<file path="src/rtl/core/lrcc_pkg.sv">
// shared types, codes and crc step function for the log record crc checker
`timescale 1ns / 1ps

package lrcc_pkg;

    localparam logic [15:0] CRC_POLY = 16'hA001;

    localparam logic OP_START = 1'b0;
    localparam logic OP_BYTE  = 1'b1;

    localparam logic MODE_CHECK = 1'b0;
    localparam logic MODE_BUILD = 1'b1;

    typedef enum logic [2:0] {
        ST_OK         = 3'd0,
        ST_SHORT_HDR  = 3'd1,
        ST_SIZE_SMALL = 3'd2,
        ST_TRUNCATED  = 3'd3,
        ST_MISMATCH   = 3'd4
    } t_status;

    typedef struct packed {
        logic        opcode;
        logic [31:0] declared_size;
        logic [15:0] stored_crc;
        logic [31:0] available_bytes;
        logic [7:0]  data_byte;
    } t_item;

    typedef struct packed {
        t_status     status;
        logic [15:0] crc_value;
        logic [31:0] record_size;
    } t_result;

    // one byte of reflected crc-16, lsb first
    function automatic logic [15:0] crc_step(input logic [15:0] crc, input logic [7:0] b);
        logic [15:0] c;
        c = crc ^ {8'h00, b};
        for (int i = 0; i < 8; i++) begin
            if (c[0]) begin
                c = (c >> 1) ^ CRC_POLY;
            end else begin
                c = c >> 1;
            end
        end
        return c;
    endfunction

endpackage

</file>
<file path="src/rtl/core/lrcc_in_reg.sv">
// input register stage holding one accepted beat
`timescale 1ns / 1ps

module lrcc_in_reg (
    input  logic           i_clk,
    input  logic           i_rst_n,
    input  logic           i_valid,
    output logic           o_ready,
    input  lrcc_pkg::t_item i_item,
    output logic           o_valid,
    input  logic           i_take,
    output lrcc_pkg::t_item o_item
);
    import lrcc_pkg::*;

    logic  r_valid;
    t_item r_item;

    // room when empty or when the held beat leaves this cycle
    assign o_ready = !r_valid || i_take;
    assign o_valid = r_valid;
    assign o_item  = r_item;

    always_ff @(posedge i_clk) begin
        if (!i_rst_n) begin
            r_valid <= 1'b0;
        end else if (o_ready) begin
            r_valid <= i_valid;
        end
    end

    always_ff @(posedge i_clk) begin
        if (o_ready && i_valid) begin
            r_item <= i_item;
        end
    end

endmodule

</file>
<file path="src/rtl/core/lrcc_engine.sv">
// record state, header checks and bytewise crc update
`timescale 1ns / 1ps

module lrcc_engine #(
    parameter int HEADER_BYTES = 16
) (
    input  logic             i_clk,
    input  logic             i_rst_n,
    input  logic             i_cfg_we,
    input  logic             i_cfg_wdata,
    input  logic             i_fire,
    input  lrcc_pkg::t_item  i_item,
    output logic             o_res_valid,
    output lrcc_pkg::t_result o_res
);
    import lrcc_pkg::*;

    localparam logic [31:0] HDR = 32'(HEADER_BYTES);

    logic        r_mode;
    logic [15:0] r_crc;
    logic [31:0] r_bytes_left;
    logic [15:0] r_expected_crc;
    logic        r_in_record;
    logic [31:0] r_size_hold;

    logic [15:0] n_crc;
    logic [31:0] n_bytes_left;
    logic [15:0] n_expected_crc;
    logic        n_in_record;
    logic [31:0] n_size_hold;

    logic [32:0] total;
    logic [15:0] crc_next;

    always_ff @(posedge i_clk) begin
        if (!i_rst_n) begin
            r_mode <= MODE_CHECK;
        end else if (i_cfg_we) begin
            r_mode <= i_cfg_wdata;
        end
    end

    assign total    = {1'b0, i_item.declared_size} + {1'b0, HDR};
    assign crc_next = crc_step(r_crc, i_item.data_byte);

    always_comb begin
        n_crc          = r_crc;
        n_bytes_left   = r_bytes_left;
        n_expected_crc = r_expected_crc;
        n_in_record    = r_in_record;
        n_size_hold    = r_size_hold;
        o_res_valid    = 1'b0;
        o_res.status   = ST_OK;
        o_res.crc_value   = 16'h0000;
        o_res.record_size = i_item.declared_size;
        if (i_item.opcode == OP_START) begin
            n_in_record = 1'b0;
            n_crc       = 16'h0000;
            if (r_mode == MODE_CHECK && i_item.available_bytes < HDR) begin
                o_res_valid  = 1'b1;
                o_res.status = ST_SHORT_HDR;
            end else if (r_mode == MODE_CHECK && i_item.declared_size < HDR) begin
                o_res_valid  = 1'b1;
                o_res.status = ST_SIZE_SMALL;
            end else if (r_mode == MODE_CHECK &&
                         i_item.available_bytes < i_item.declared_size) begin
                o_res_valid  = 1'b1;
                o_res.status = ST_TRUNCATED;
            end else begin
                if (r_mode == MODE_CHECK) begin
                    n_bytes_left   = i_item.declared_size - HDR;
                    n_expected_crc = i_item.stored_crc;
                    n_size_hold    = i_item.declared_size;
                end else begin
                    n_bytes_left = i_item.declared_size;
                    n_size_hold  = total[32] ? 32'hFFFF_FFFF : total[31:0];
                end
                // empty payload closes the record on the start beat
                if (n_bytes_left == 32'd0) begin
                    o_res_valid       = 1'b1;
                    o_res.record_size = n_size_hold;
                    if (r_mode == MODE_CHECK && n_expected_crc != 16'h0000) begin
                        o_res.status = ST_MISMATCH;
                    end
                end else begin
                    n_in_record = 1'b1;
                end
            end
        end else if (r_in_record) begin
            n_crc        = crc_next;
            n_bytes_left = r_bytes_left - 32'd1;
            if (r_bytes_left == 32'd1) begin
                n_in_record       = 1'b0;
                o_res_valid       = 1'b1;
                o_res.crc_value   = crc_next;
                o_res.record_size = r_size_hold;
                if (r_mode == MODE_CHECK && crc_next != r_expected_crc) begin
                    o_res.status = ST_MISMATCH;
                end
            end
        end
        o_res_valid = o_res_valid && i_fire;
    end

    always_ff @(posedge i_clk) begin
        if (!i_rst_n) begin
            r_crc          <= 16'h0000;
            r_bytes_left   <= 32'd0;
            r_expected_crc <= 16'h0000;
            r_in_record    <= 1'b0;
            r_size_hold    <= 32'd0;
        end else if (i_fire) begin
            r_crc          <= n_crc;
            r_bytes_left   <= n_bytes_left;
            r_expected_crc <= n_expected_crc;
            r_in_record    <= n_in_record;
            r_size_hold    <= n_size_hold;
        end
    end

endmodule

</file>
<file path="src/rtl/core/lrcc_out_reg.sv">
// result register toward the master side
`timescale 1ns / 1ps

module lrcc_out_reg (
    input  logic              i_clk,
    input  logic              i_rst_n,
    input  logic              i_valid,
    input  lrcc_pkg::t_result i_res,
    output logic              o_ready,
    output logic              o_valid,
    input  logic              i_tready,
    output lrcc_pkg::t_result o_res
);
    import lrcc_pkg::*;

    logic    r_valid;
    t_result r_res;

    assign o_ready = !r_valid || i_tready;
    assign o_valid = r_valid;
    assign o_res   = r_res;

    always_ff @(posedge i_clk) begin
        if (!i_rst_n) begin
            r_valid <= 1'b0;
        end else if (o_ready) begin
            r_valid <= i_valid;
        end
    end

    always_ff @(posedge i_clk) begin
        if (o_ready && i_valid) begin
            r_res <= i_res;
        end
    end

endmodule

</file>
<file path="src/rtl/core/log_record_crc_checker_core.sv">
// top level of the log record crc-16/arc checker and builder
`timescale 1ns / 1ps

// Checks or builds log records with a CRC-16/ARC (reflected poly 0xA001, init 0)
// over the payload, one byte per beat. A start beat (tuser = 0) carries the
// parsed header fields; payload beats (tuser = 1) carry one byte each. In check
// mode a bad header gives an immediate error result, otherwise the last payload
// byte gives a result comparing the computed and stored CRC. In build mode the
// last byte reports the CRC and the header-plus-payload size, saturated at
// 0xFFFFFFFF; an empty payload reports on its start beat instead. Payload beats
// outside a record are dropped silently. The block takes one beat every cycle
// while the result register has room; a beat passes the input register, the
// combinational crc byte update, then the result register. The mode register is
// written by i_cfg_we / i_cfg_wdata and must only change while no record is open.

module log_record_crc_checker_core #(
    parameter int HEADER_BYTES = 16
) (
    input  logic        i_clk,
    input  logic        i_rst_n,
    input  logic        i_cfg_we,
    input  logic        i_cfg_wdata,
    input  logic        i_s_axis_tvalid,
    output logic        o_s_axis_tready,
    // [31:0] declared_size, [47:32] stored_crc, [79:48] available_bytes,
    // [87:80] data_byte
    input  logic [87:0] i_s_axis_tdata,
    // [0] opcode
    input  logic        i_s_axis_tuser,
    output logic        o_m_axis_tvalid,
    input  logic        i_m_axis_tready,
    // [2:0] status, [18:3] crc_value, [50:19] record_size, [55:51] zero
    output logic [55:0] o_m_axis_tdata
);
    import lrcc_pkg::*;

    t_item   s_item;
    t_item   q_item;
    t_result e_res;
    t_result m_res;
    logic    q_valid;
    logic    e_valid;
    logic    out_ready;
    logic    fire;

    // unpack slave beat
    assign s_item.opcode          = i_s_axis_tuser;
    assign s_item.declared_size   = i_s_axis_tdata[31:0];
    assign s_item.stored_crc      = i_s_axis_tdata[47:32];
    assign s_item.available_bytes = i_s_axis_tdata[79:48];
    assign s_item.data_byte       = i_s_axis_tdata[87:80];

    // held beat is processed whenever the result register has room
    assign fire = q_valid && out_ready;

    lrcc_in_reg u_in (
        .i_clk   (i_clk),
        .i_rst_n (i_rst_n),
        .i_valid (i_s_axis_tvalid),
        .o_ready (o_s_axis_tready),
        .i_item  (s_item),
        .o_valid (q_valid),
        .i_take  (fire),
        .o_item  (q_item)
    );

    lrcc_engine #(
        .HEADER_BYTES (HEADER_BYTES)
    ) u_engine (
        .i_clk       (i_clk),
        .i_rst_n     (i_rst_n),
        .i_cfg_we    (i_cfg_we),
        .i_cfg_wdata (i_cfg_wdata),
        .i_fire      (fire),
        .i_item      (q_item),
        .o_res_valid (e_valid),
        .o_res       (e_res)
    );

    lrcc_out_reg u_out (
        .i_clk    (i_clk),
        .i_rst_n  (i_rst_n),
        .i_valid  (e_valid),
        .i_res    (e_res),
        .o_ready  (out_ready),
        .o_valid  (o_m_axis_tvalid),
        .i_tready (i_m_axis_tready),
        .o_res    (m_res)
    );

    // pack master beat
    assign o_m_axis_tdata = {5'b00000, m_res.record_size, m_res.crc_value, m_res.status};

    // an empty result register never blocks the slave side
    a_ready_when_empty : assert property (@(posedge i_clk) disable iff (!i_rst_n)
        !o_m_axis_tvalid |-> o_s_axis_tready)
        else $error("slave side stalled with empty result register");

    // results only come from a processed beat
    a_result_from_fire : assert property (@(posedge i_clk) disable iff (!i_rst_n)
        e_valid |-> fire)
        else $error("result produced without a processed beat");

    // closed records always cover at least a header
    a_closed_size : assert property (@(posedge i_clk) disable iff (!i_rst_n)
        (o_m_axis_tvalid && (m_res.status == ST_OK || m_res.status == ST_MISMATCH))
        |-> (m_res.record_size >= 32'(HEADER_BYTES)))
        else $error("closed record smaller than header");

endmodule

</file>
<file path="config.mk">
export PLATFORM = sky130hd
export DESIGN_NAME = log_record_crc_checker_core
export DESIGN_NICKNAME = d
export VERILOG_FILES = /design/src/rtl/core/lrcc_pkg.sv /design/src/rtl/core/lrcc_in_reg.sv /design/src/rtl/core/lrcc_engine.sv /design/src/rtl/core/lrcc_out_reg.sv /design/src/rtl/core/log_record_crc_checker_core.sv
export SDC_FILE = /design/constraint.sdc
export NUM_CORES = 1
export LEC_CHECK = 0
export BUFFER_PORTS_ARGS = -buffer_cell sky130_fd_sc_hd__buf_2
export CAP_MARGIN = 20
export CORE_AREA = 10 10 186 188
export DETAILED_ROUTE_END_ITERATION = 8
export DIE_AREA = 0 0 196 198
export PLACE_DENSITY = 0.63
export SETUP_SLACK_MARGIN = 0.05
export SLEW_MARGIN = 20
export SYNTH_ARGS = -nofsm -noshare
export SYNTH_HDL_FRONTEND = slang
export SYNTH_SLANG_ARGS = --single-unit
</file>
<file path="constraint.sdc">
create_clock -name i_clk -period 6.23 [get_ports i_clk]
set_clock_uncertainty 0.2 [all_clocks]
set_input_delay 0.3115 -clock i_clk [delete_from_list [all_inputs] [get_ports i_clk]]
set_output_delay 0.3115 -clock i_clk [all_outputs]
set_load 0.02 [all_outputs]
</file>
==> results of run 1 <==
[area by class of cell]
| class | count | area share (%) |
|---|---|---|
| repair buffers | 253 | 11.9 |
| multi-input cells | 837 | 36.7 |
| well taps | 402 | 3.37 |
| inverters | 38 | 0.955 |
| clock inverters | 12 | 0.695 |
| clock buffers | 36 | 4.74 |
| diodes | 2 | 0.0335 |
| flip-flops and latches | 240 | 41.6 |
[path summary, 6_finish.rpt]
kind	end	slack [ps]	depth (start not counted)
setup / recovery	u_out.o_res[41]	1600	11
hold / removal	u_engine.r_bytes_left[5]	120	2
setup reg to reg	u_out.o_res[41]	1600	11
hold reg to reg	u_engine.r_size_hold[29]	280	2
[cell usage in the layout (no fill, tap or decap), types with 17 or more instances in the layout]
master,n
nand3_1,38
a311oi_1,17
nor2_1,145
inv_1,36
edfxtp_1,140
nor3_1,30
ha_1,35
o21ai_0,59
clkbuf_16,26
buf_2,147
dfxtp_1,100
a21oi_1,53
xnor2_1,72
a22o_1,24
nor4_1,33
nand2_1,66
dlygate4sd3_1,94
nand4_1,26
mux2i_1,21
[sequential cells by signal (all words and copies together) (netlist names)]
signal	cells
u_engine.r_bytes_left	32
u_engine.r_crc	16
u_engine.r_expected_crc	16
u_engine.r_in_record	1
u_engine.r_mode	1
u_engine.r_size_hold	32
u_in.o_item	89
u_in.o_valid	1
u_out.o_res	51
u_out.o_valid	1
[Yosys cell counts, drive strengths merged (9+ instances only)]
library cell	instances	area share, %
a211oi	11	0.92
a21oi	55	2.4
a22o	24	1.7
a22oi	9	0.55
a311oi	17	1.2
a31oi	11	0.57
and2	9	0.46
buf	29	1.6
clkbuf	50	1.5
dfxtp	100	16
edfxtp	140	35
ha	35	3.6
inv	37	1.1
mux2i	21	1.7
nand2	66	2.0
nand2b	10	0.51
nand3	38	1.6
nand4	26	1.3
nor2	148	4.6
nor3	33	1.5
nor4	36	2.1
o211ai	14	0.86
o21ai	63	2.6
o31ai	9	0.55
or4	15	1.1
xnor2	72	5.2
xor2	12	0.86
[cells by family after synthesis]
logic type	after synthesis	share of synthesized area (%)
simple gates	415	17.3
flops	240	51.0
buf+inv	117	4.29
other cells	1	0.0308
mux	22	1.82
xor+xnor	84	6.04
fa+ha+maj	35	3.60
compound gates	276	16.0
[metrics by stage]
| stage | cells | power [µW] |
|---|---|---|
| finish | 1820 | 3880 |
| global route | 1819 | 4030 |
| CTS | 1818 | 3880 |
| detailed placement | 1676 | 2370 |
| global placement | 1676 | 2370 |
| floorplan | 1194 | 2190 |
[layer usage]
| layer | routed length (µm) | track usage [%] | vias to the layer above |
|---|---|---|---|
| met5 | 0 | 0 | - |
| met4 | 1160 | 6.33 | 0 |
| met3 | 3010 | 3.87 | 66 |
| met2 | 18000 | 30.2 | 403 |
| met1 | 16100 | 24.5 | 4915 |
| li1 | - | - | 4860 |
[worst max-delay path, cell delays in order, from the launching register on]
cell and delay, ps:
edfxtp_1 500, inv_1 190, ha_1 430, or3b_2 480, nor4_1 290, xnor2_1 140, nor3_1 340, nand3_1 180
nor4_4 400, o21ai_0 220, nor2_4 640, buf_12 290
[power groups by stage]
stage / Sequential, µW / Combinational, µW / Clock (µW)
6_report: 1830 / 568 / 1480
5_1_grt: 1830 / 620 / 1570
4_1_cts: 1820 / 559 / 1500
3_5_place_dp: 1860 / 510 / 0
3_3_place_gp: 1860 / 509 / 0
2_1_floorplan: 1840 / 359 / 0
[timing repair]
action / in CTS / in global routing
buffers inserted: 0 / 0
hold endpoints to repair: 92 / 0
hold buffers: 94 / 0
==> metrics.txt, run 1 <==
Sink Count=between 200 and 250; number of synthesized register bits=240; filler cell count=approximately 2800; Antenna Violating Nets Remaining=0; RR Startpoint=u_in.o_item[61]; post-place instance area=around 0.013 mm²; min-delay worst type=in -> reg; Die Span X=196 µm; WP data required=6280 ps; worst hold slack=~120 ps; headroom to the max-slew limit=between 20% and 30%; Routed Wire Length=approximately 38 mm; sequential share of power=47.1%; wire per inst=21.0 µm; Final nets=1526; crit path kind=reg -> reg; Clk pwr share=38.2%; initial antenna violation count=1; die area=0.0388 mm²; row count=65; RSZ-0062 raised after global routing=false; GPL Wtd Cong=0.906; NetSw=approximately 1100 µW; crit end category=flip-flop; Slew Limit Fails=0; vias=10200; Final Hold Violating Endpoints=0; Initial DRC Count=927; setup ws final=about 1600 ps; Post-Syn Area=about 0.012 mm²; clock latency on the worst-skew pair=550 ps; port bufs=147; Worst Min Path Start=i_rst_n; asr flop ratio synth=0%; DRC errors left=0; CP arrival=4680 ps; Max Cap Viol=0; largest net degree at the start of global routing=72; hpwl dp=26.7 mm; Fmax achieved=~220 MHz; CTS resizes=0; area of the multi-input gates=0.00548 mm²; CP Launch Type=flip-flop; VDD IR max=0.220 mV; Reg area=0.00621 mm²; Synth-to-Final Area Change=22.6%; Post-synth EDFFs=140; instance count of the mapped netlist=1190; status=finished, final reports clean; combinational power share=14.7%; Clk pin slew, worst setup/hold paths=60 ps; Post-synth top flop=edfxtp_1; first-pass GRT wire length=slightly below 60 mm; Final period util=around 74%; Worst Tran Pin Value=1110 ps; Final setup viols=0; post-synthesis sequential area ratio=roughly 50%; Place WS=1620 ps; setup TNS=0 ps; Final Cell Area=0.0149 mm²; Pwr Density=around 260 mW/mm²; DR vias/cell=about 5.6; I/O pin total=153; CTS tree=done; Lkg Pwr=0.00547 µW; Crit. Startpoint=u_in.o_item[61]; Num CTS Buffers=26; Starting Density=between 30% and 40%; Post-Route Utilization=between 40% and 50%; GRT Overall Usage=18.8%; Int Pwr=2810 µW; Ys Warns=0; Root Driver=clkbuf_16; layout cells sized above 1=17.0%; CTS max path bufs=3; Sw Share=approximately 27%; Yosys cell types=80; CP max FO=30; core area=0.0311 mm²; vias in the first global route=approximately 10000; total grt overflow=0; Die Ht=between 150 and 200 µm; H-tree levels=1; drt pass-1 iters=5; Tmin final=4630 ps; syn_area_per_cell=~10 µm²
Power figures use the tool's default switching activity.
==> run 2: changes to the inputs <==
==> constraint.sdc (replaced) <==
create_clock -name i_clk -period 4.65 [get_ports i_clk]
set_clock_uncertainty 0.2 [all_clocks]
set_input_delay 0.2325 -clock i_clk [delete_from_list [all_inputs] [get_ports i_clk]]
set_output_delay 0.2325 -clock i_clk [all_outputs]
set_load 0.02 [all_outputs]
==> run 2 against run 1 <==
  * Flip-flop and latch count did not move
  * Cell area rose by 0.51%
  * Worst setup slack got worse by 1100 ps
  * Critical endpoint is now u_out.o_res[18]
  * Largest power group unchanged
==> metrics.txt, run 2 (same netlist as run 1, synthesis figures left out) <==
Sink Count=240 (unchanged); wire per inst=21.6 µm (+2.5%); CTS max path bufs=3 (unchanged); total power=5210 µW (+34%); setup TNS=0 ps (unchanged); row count=65 (unchanged); CP max FO=14 (-53%); CP max-delay cell=edfxtp_1; hold path cells=2 (unchanged); hpwl dp=27.9 mm (+4.5%); FF-to-FF End=u_out.o_res[18]; status=finished, final reports clean; GRT Overall Usage=19.6% (+0.87 points); core area=0.0311 mm² (unchanged); Antenna Violating Nets Remaining=0 (unchanged); Post-CTS Hold Fix Bufs=94 (unchanged); Post-Route Utilization=48.3% (+0.25 points); Pwr Density=347 mW/mm² (+34%); DR vias/cell=5.64 (+0.19%); clock latency on the worst-skew pair=540 ps (about the same); VDD IR max=0.316 mV (+43%); Tmin final=4170 ps (-456 ps); Final nets=1534 (+0.52%); Initial DRC Count=903 (-2.6%); CTS resizes=0 (unchanged); crit-path max cell delay=700 ps (+60 ps); largest net degree at the start of global routing=80 (+11%); Lkg Pwr=0.00551 µW (+0.62%); setup ws final=476 ps (-1120 ps); Clk pin slew, worst setup/hold paths=60 ps (about the same); min-delay worst type=in -> reg; Starting Density=39.2% (unchanged); post-CTS setup buffers=0 (unchanged); Place WS=601 ps (-1020 ps); layout cells sized above 1=17.6% (+0.54 points); Crit. Startpoint=u_in.o_item[68]; Largest register FFs=89 (unchanged); commonest non-fill, non-tap cell in the layout=buf_2; Fmax achieved=240 MHz (+11%); Slew Limit Fails=0 (unchanged); most frequent cells in the layout=buf_2 (147), nor2_1 (145), edfxtp_1 (140); Worst Tran Pin Value=989 ps (-121 ps); total grt overflow=0 (unchanged); vias=10300 (+0.52%); CP arrival=4380 ps (-300 ps); Synth-to-Final Area Change=23.2%; Final period util=89.8% (+15 points); first-pass GRT wire length=60.5 mm (+3.7%); drt pass-1 iters=5 (unchanged); port bufs=147 (unchanged); die area=0.0388 mm² (unchanged); crit path kind=reg -> reg; RSZ-0062 raised after global routing=false; Max Cap Viol=0 (unchanged); RR Startpoint=u_in.o_item[68]; Routed Wire Length=39.4 mm (+2.8%); Die Ht=198 µm (unchanged); critical-path cell list=inv_1 > ha_1 > a21o_1 > a21o_1 > a221oi_1 > o31ai_1 > a21oi_4 > nor2_1 > a21oi_4 > buf_4 > a22o_1; Root Driver=clkbuf_16; CP Launch Type=flip-flop; I/O pin total=153 (unchanged); H-tree levels=1 (unchanged); Min-Delay Endpoint=u_engine.r_bytes_left[5]; flop2flop setup slack=480 ps (-1120 ps); DRC errors left=0 (unchanged); vias in the first global route=10200 (+2.3%); # diodes=0 (-2); Final Hold Violating Endpoints=0 (unchanged); WP data required=4850 ps (-1430 ps); headroom to the max-slew limit=34.1% (+8.3 points); filler cell count=2870 (+1.2%); Num CTS Buffers=26 (unchanged); Die Span X=196 µm (unchanged); Reg2Reg Depth=11 (unchanged); GPL Wtd Cong=0.906 (unchanged); Final setup viols=0 (unchanged); initial antenna violation count=0 (-1); crit end category=flip-flop; Worst Min Path Start=i_rst_n; CTS tree=done
-- run 2: layer usage --
metal / vias to the layer above / global-route usage (%) / wire length, µm
met4: 0 / 4.92 / 801
met1: 4991 / 25.6 / 16600
li1: 4878 / - / -
met5: - / 0 / 0
met2: 377 / 33.1 / 19200
met3: 51 / 3.25 / 2770
-- run 2: worst max-delay path by stage --
stage,endpoint,slack [ps],cells after the start
floorplan,u_out.o_res[0],200,9
global placement,u_out.o_res[19],620,11
detailed placement,u_out.o_res[18],600,11
CTS,u_out.o_res[18],570,11
global route,u_out.o_res[18],260,11
finish,u_out.o_res[18],480,11
-- run 2: area by class of cell --
type                            instances  area (µm²)  share of cell area [%]
Tap cell                              402         503                    3.35
Clock buffer                           35         704                    4.69
Inverter                               38         143                   0.950
Sequential cell                       240        6210                    41.4
Multi-Input combinational cell        837        5480                    36.5
Clock inverter                         13         116                   0.775
Timing Repair Buffer                  261        1850                    12.3
-- run 2: power breakdown --
group	internal (µW)	total, µW	switching, µW
combinational	301	776	474
clock	1130	1990	860
sequential	2350	2440	92.7
total	3780	5210	1430
-- run 2: through the flow --
stage / hold WS (ps) / instances / area, µm²
2_1_floorplan: 131 / 1194 / 12200
3_3_place_gp: 209 / 1684 / 13200
3_5_place_dp: 211 / 1684 / 13200
4_1_cts: 22.5 / 1826 / 15000
5_1_grt: 39.9 / 1826 / 15000
6_report: 44.6 / 1826 / 15000
-- run 2: critical path: cells and delay by family (launching register included) --
kind / cells / cell delay, ps
AOI/OAI and AO/OA: 7 / 2190
DFF: 1 / 700
buffers and inverters: 2 / 530
adders and majority gates: 1 / 250
and+or+nand+nor: 1 / 160
==> run 3: changes to the inputs <==
==> constraint.sdc (replaced) <==
create_clock -name i_clk -period 4.65 [get_ports i_clk]
set_clock_uncertainty 0.2 [all_clocks]
set_input_delay 0.93 -clock i_clk [delete_from_list [all_inputs] [get_ports i_clk]]
set_output_delay 0.93 -clock i_clk [all_outputs]
set_load 0.02 [all_outputs]
==> run 3 against run 2 <==
  * First-iteration DRC count is 12% higher
  * Maximum frequency is 1.7% lower
  * Wire length is 6.2% lower
  * Critical path type unchanged
  * Highest routed layer is now met5
  * Worst setup slack worse by 70 ps
  * Critical endpoint is now u_out.o_res[32]
  * Power is 1.5% higher
  * Cell count is 4.8% lower
  * Count of clock-buffer cells in the layout is 1 higher
  * Non-clock buffer count is 88 lower
  * Global-route usage is 1.3 points lower
  * Cell area is 5.6% lower
  * Combinational power is 7.6% lower
  * Worst hold slack better by 230 ps
==> metrics.txt, run 3 (same netlist as run 1, synthesis figures left out) <==
status=finished, final reports clean; Starting Density=39.2% (unchanged); Inst Count DP=1690 (+0.36%); vias=9936 (-3.5%); first-pass GRT wire length=57.1 mm (-5.7%); Initial DRC Count=1009 (+12%); worst hold slack=273 ps (+228 ps); total grt overflow=0 (unchanged); hpwl dp=27.2 mm (-2.5%); Antenna Violating Nets Remaining=0 (unchanged); wire per inst=21.2 µm (-1.5%); Die Ht=198 µm (unchanged); Clk pin slew, worst setup/hold paths=60 ps (about the same); Slew Limit Fails=0 (unchanged); # diodes=0 (unchanged); CP Launch Type=flip-flop; Root Driver=clkbuf_16; CP max FO=33 (+19); Final Hold Violating Endpoints=0 (unchanged); Final period util=91.3% (+1.5 points); Post-CTS Hold Fix Bufs=0 (-100%); setup TNS=0 ps (unchanged); filler cell count=2975 (+3.7%); WP data required=4640 ps (-210 ps); Pwr Density=373 mW/mm² (+7.6%); Sink Count=240 (unchanged); Die Span X=196 µm (unchanged); crit path kind=reg -> reg; DRC errors left=0 (unchanged); Worst Tran Pin Value=1050 ps (+58.1 ps); final cell count without fillers=1738 (-4.8%); largest net degree at the start of global routing=79 (-1.3%); Final Cell Area=0.0142 mm² (-5.6%); Tmin final=4240 ps (+70.2 ps); CP arrival=4240 ps (-140 ps); vias in the first global route=9690 (-4.6%); layout cells sized above 1=19.2% (+1.7 points); Max Cap Viol=0 (unchanged); post-CTS setup buffers=0 (unchanged); Fmax achieved=236 MHz (-1.7%); Num CTS Buffers=26 (unchanged); Largest register FFs=89 (unchanged); initial antenna violation count=1 (+1); CTS tree=done; DR vias/cell=5.72 (+1.4%); RSZ-0062 raised after global routing=false; GPL Wtd Cong=0.936 (+3.3%); Final nets=1446 (-5.7%); Synth-to-Final Area Change=16.3%; GRT Overall Usage=18.3% (-1.3 points); total power=5280 µW (+1.5%); headroom to the max-slew limit=30.2% (-3.9 points); drt pass-1 iters=5 (unchanged); Lkg Pwr=0.00519 µW (-5.8%); most frequent cells in the layout=buf_2 (147), nor2_1 (145), edfxtp_1 (140); min-delay worst type=reg -> reg; CTS max path bufs=3 (unchanged); commonest non-fill, non-tap cell in the layout=buf_2; Final setup viols=0 (unchanged); CTS resizes=0 (unchanged); row count=65 (unchanged); port bufs=147 (unchanged); die area=0.0388 mm² (unchanged); clock latency on the worst-skew pair=550 ps (about the same); Routed Wire Length=36.9 mm (-6.2%); I/O pin total=153 (unchanged); core area=0.0311 mm² (unchanged); crit end category=flip-flop; VDD IR max=0.273 mV (-14%); H-tree levels=1 (unchanged); post-place instance area=0.0133 mm² (+0.27%)
run 3: changes by cell type in the layout (fill, tap and decap cells not counted):
cell           delta
buf_12            -1
buf_4             +7
bufinv_16         +2
clkbuf_1          -2
clkbuf_8          +3
clkinv_1          +1
clkinv_2          +1
clkinvlp_4        -4
dlygate4sd3_1    -94
inv_6             -1
run 3: final cells by class:
type / count / area [µm²] / area share (%)
multi-input combinational: 837 / 5480 / 38.7
clock inverter: 12 / 146 / 1.03
tap: 402 / 503 / 3.55
clock buffer: 36 / 738 / 5.21
inverter: 38 / 143 / 1.01
sequential: 240 / 6210 / 43.8
timing repair buffer: 173 / 943 / 6.66
run 3: power breakdown:
| part | internal (µW) | total (µW) | switching (µW) | leakage, µW |
|---|---|---|---|---|
| Combinational | 252 | 717 | 465 | 0.00262 |
| Sequential | 2350 | 2440 | 84.8 | 0.00213 |
| Clock | 1270 | 2130 | 859 | 0.000434 |
run 3: critical path, stage by stage, from the launching register on:
cell and delay, ps:
edfxtp_1 500, inv_1 210, ha_1 470, or3b_2 490, nor4_1 250, xnor2_1 140, nor3_1 390, nand3_1 190
nor4_4 160, buf_4 200, o21ai_0 130, nor2_4 110, buf_4 430
run 3: final timing paths:
| check | from | slack [ps] | endpoint | cells after the start |
|---|---|---|---|---|
| setup / recovery | u_in.o_item[61] | 410 | u_out.o_res[32] | 12 |
| setup reg to reg | u_in.o_item[61] | 410 | u_out.o_res[32] | 12 |
| hold reg to reg | u_engine.r_size_hold[5] | 270 | u_engine.r_size_hold[5] | 2 |
| hold / removal | u_engine.r_size_hold[5] | 270 | u_engine.r_size_hold[5] | 2 |
run 3: metal layers:
metal / vias up / part of all wire, % / routed length (µm) / global-route usage, %
li1: 4678 / - / - / -
met4: 2 / 2.6 / 966 / 5.49
met2: 395 / 47 / 17500 / 29.6
met3: 62 / 7.2 / 2660 / 3.25
met5: - / 0.035 / 13 / 0
met1: 4799 / 43 / 15800 / 24.6
run 3: stage by stage:
| stage | util, % | setup WS [ps] |
|---|---|---|
| after global routing | 45.6 | 193 |
| after CTS | 45.6 | 449 |
| after detailed placement | 42.7 | 464 |
| after floorplan | - | 202 |
| after global placement | 42.7 | 541 |
| final | 45.6 | 406 |
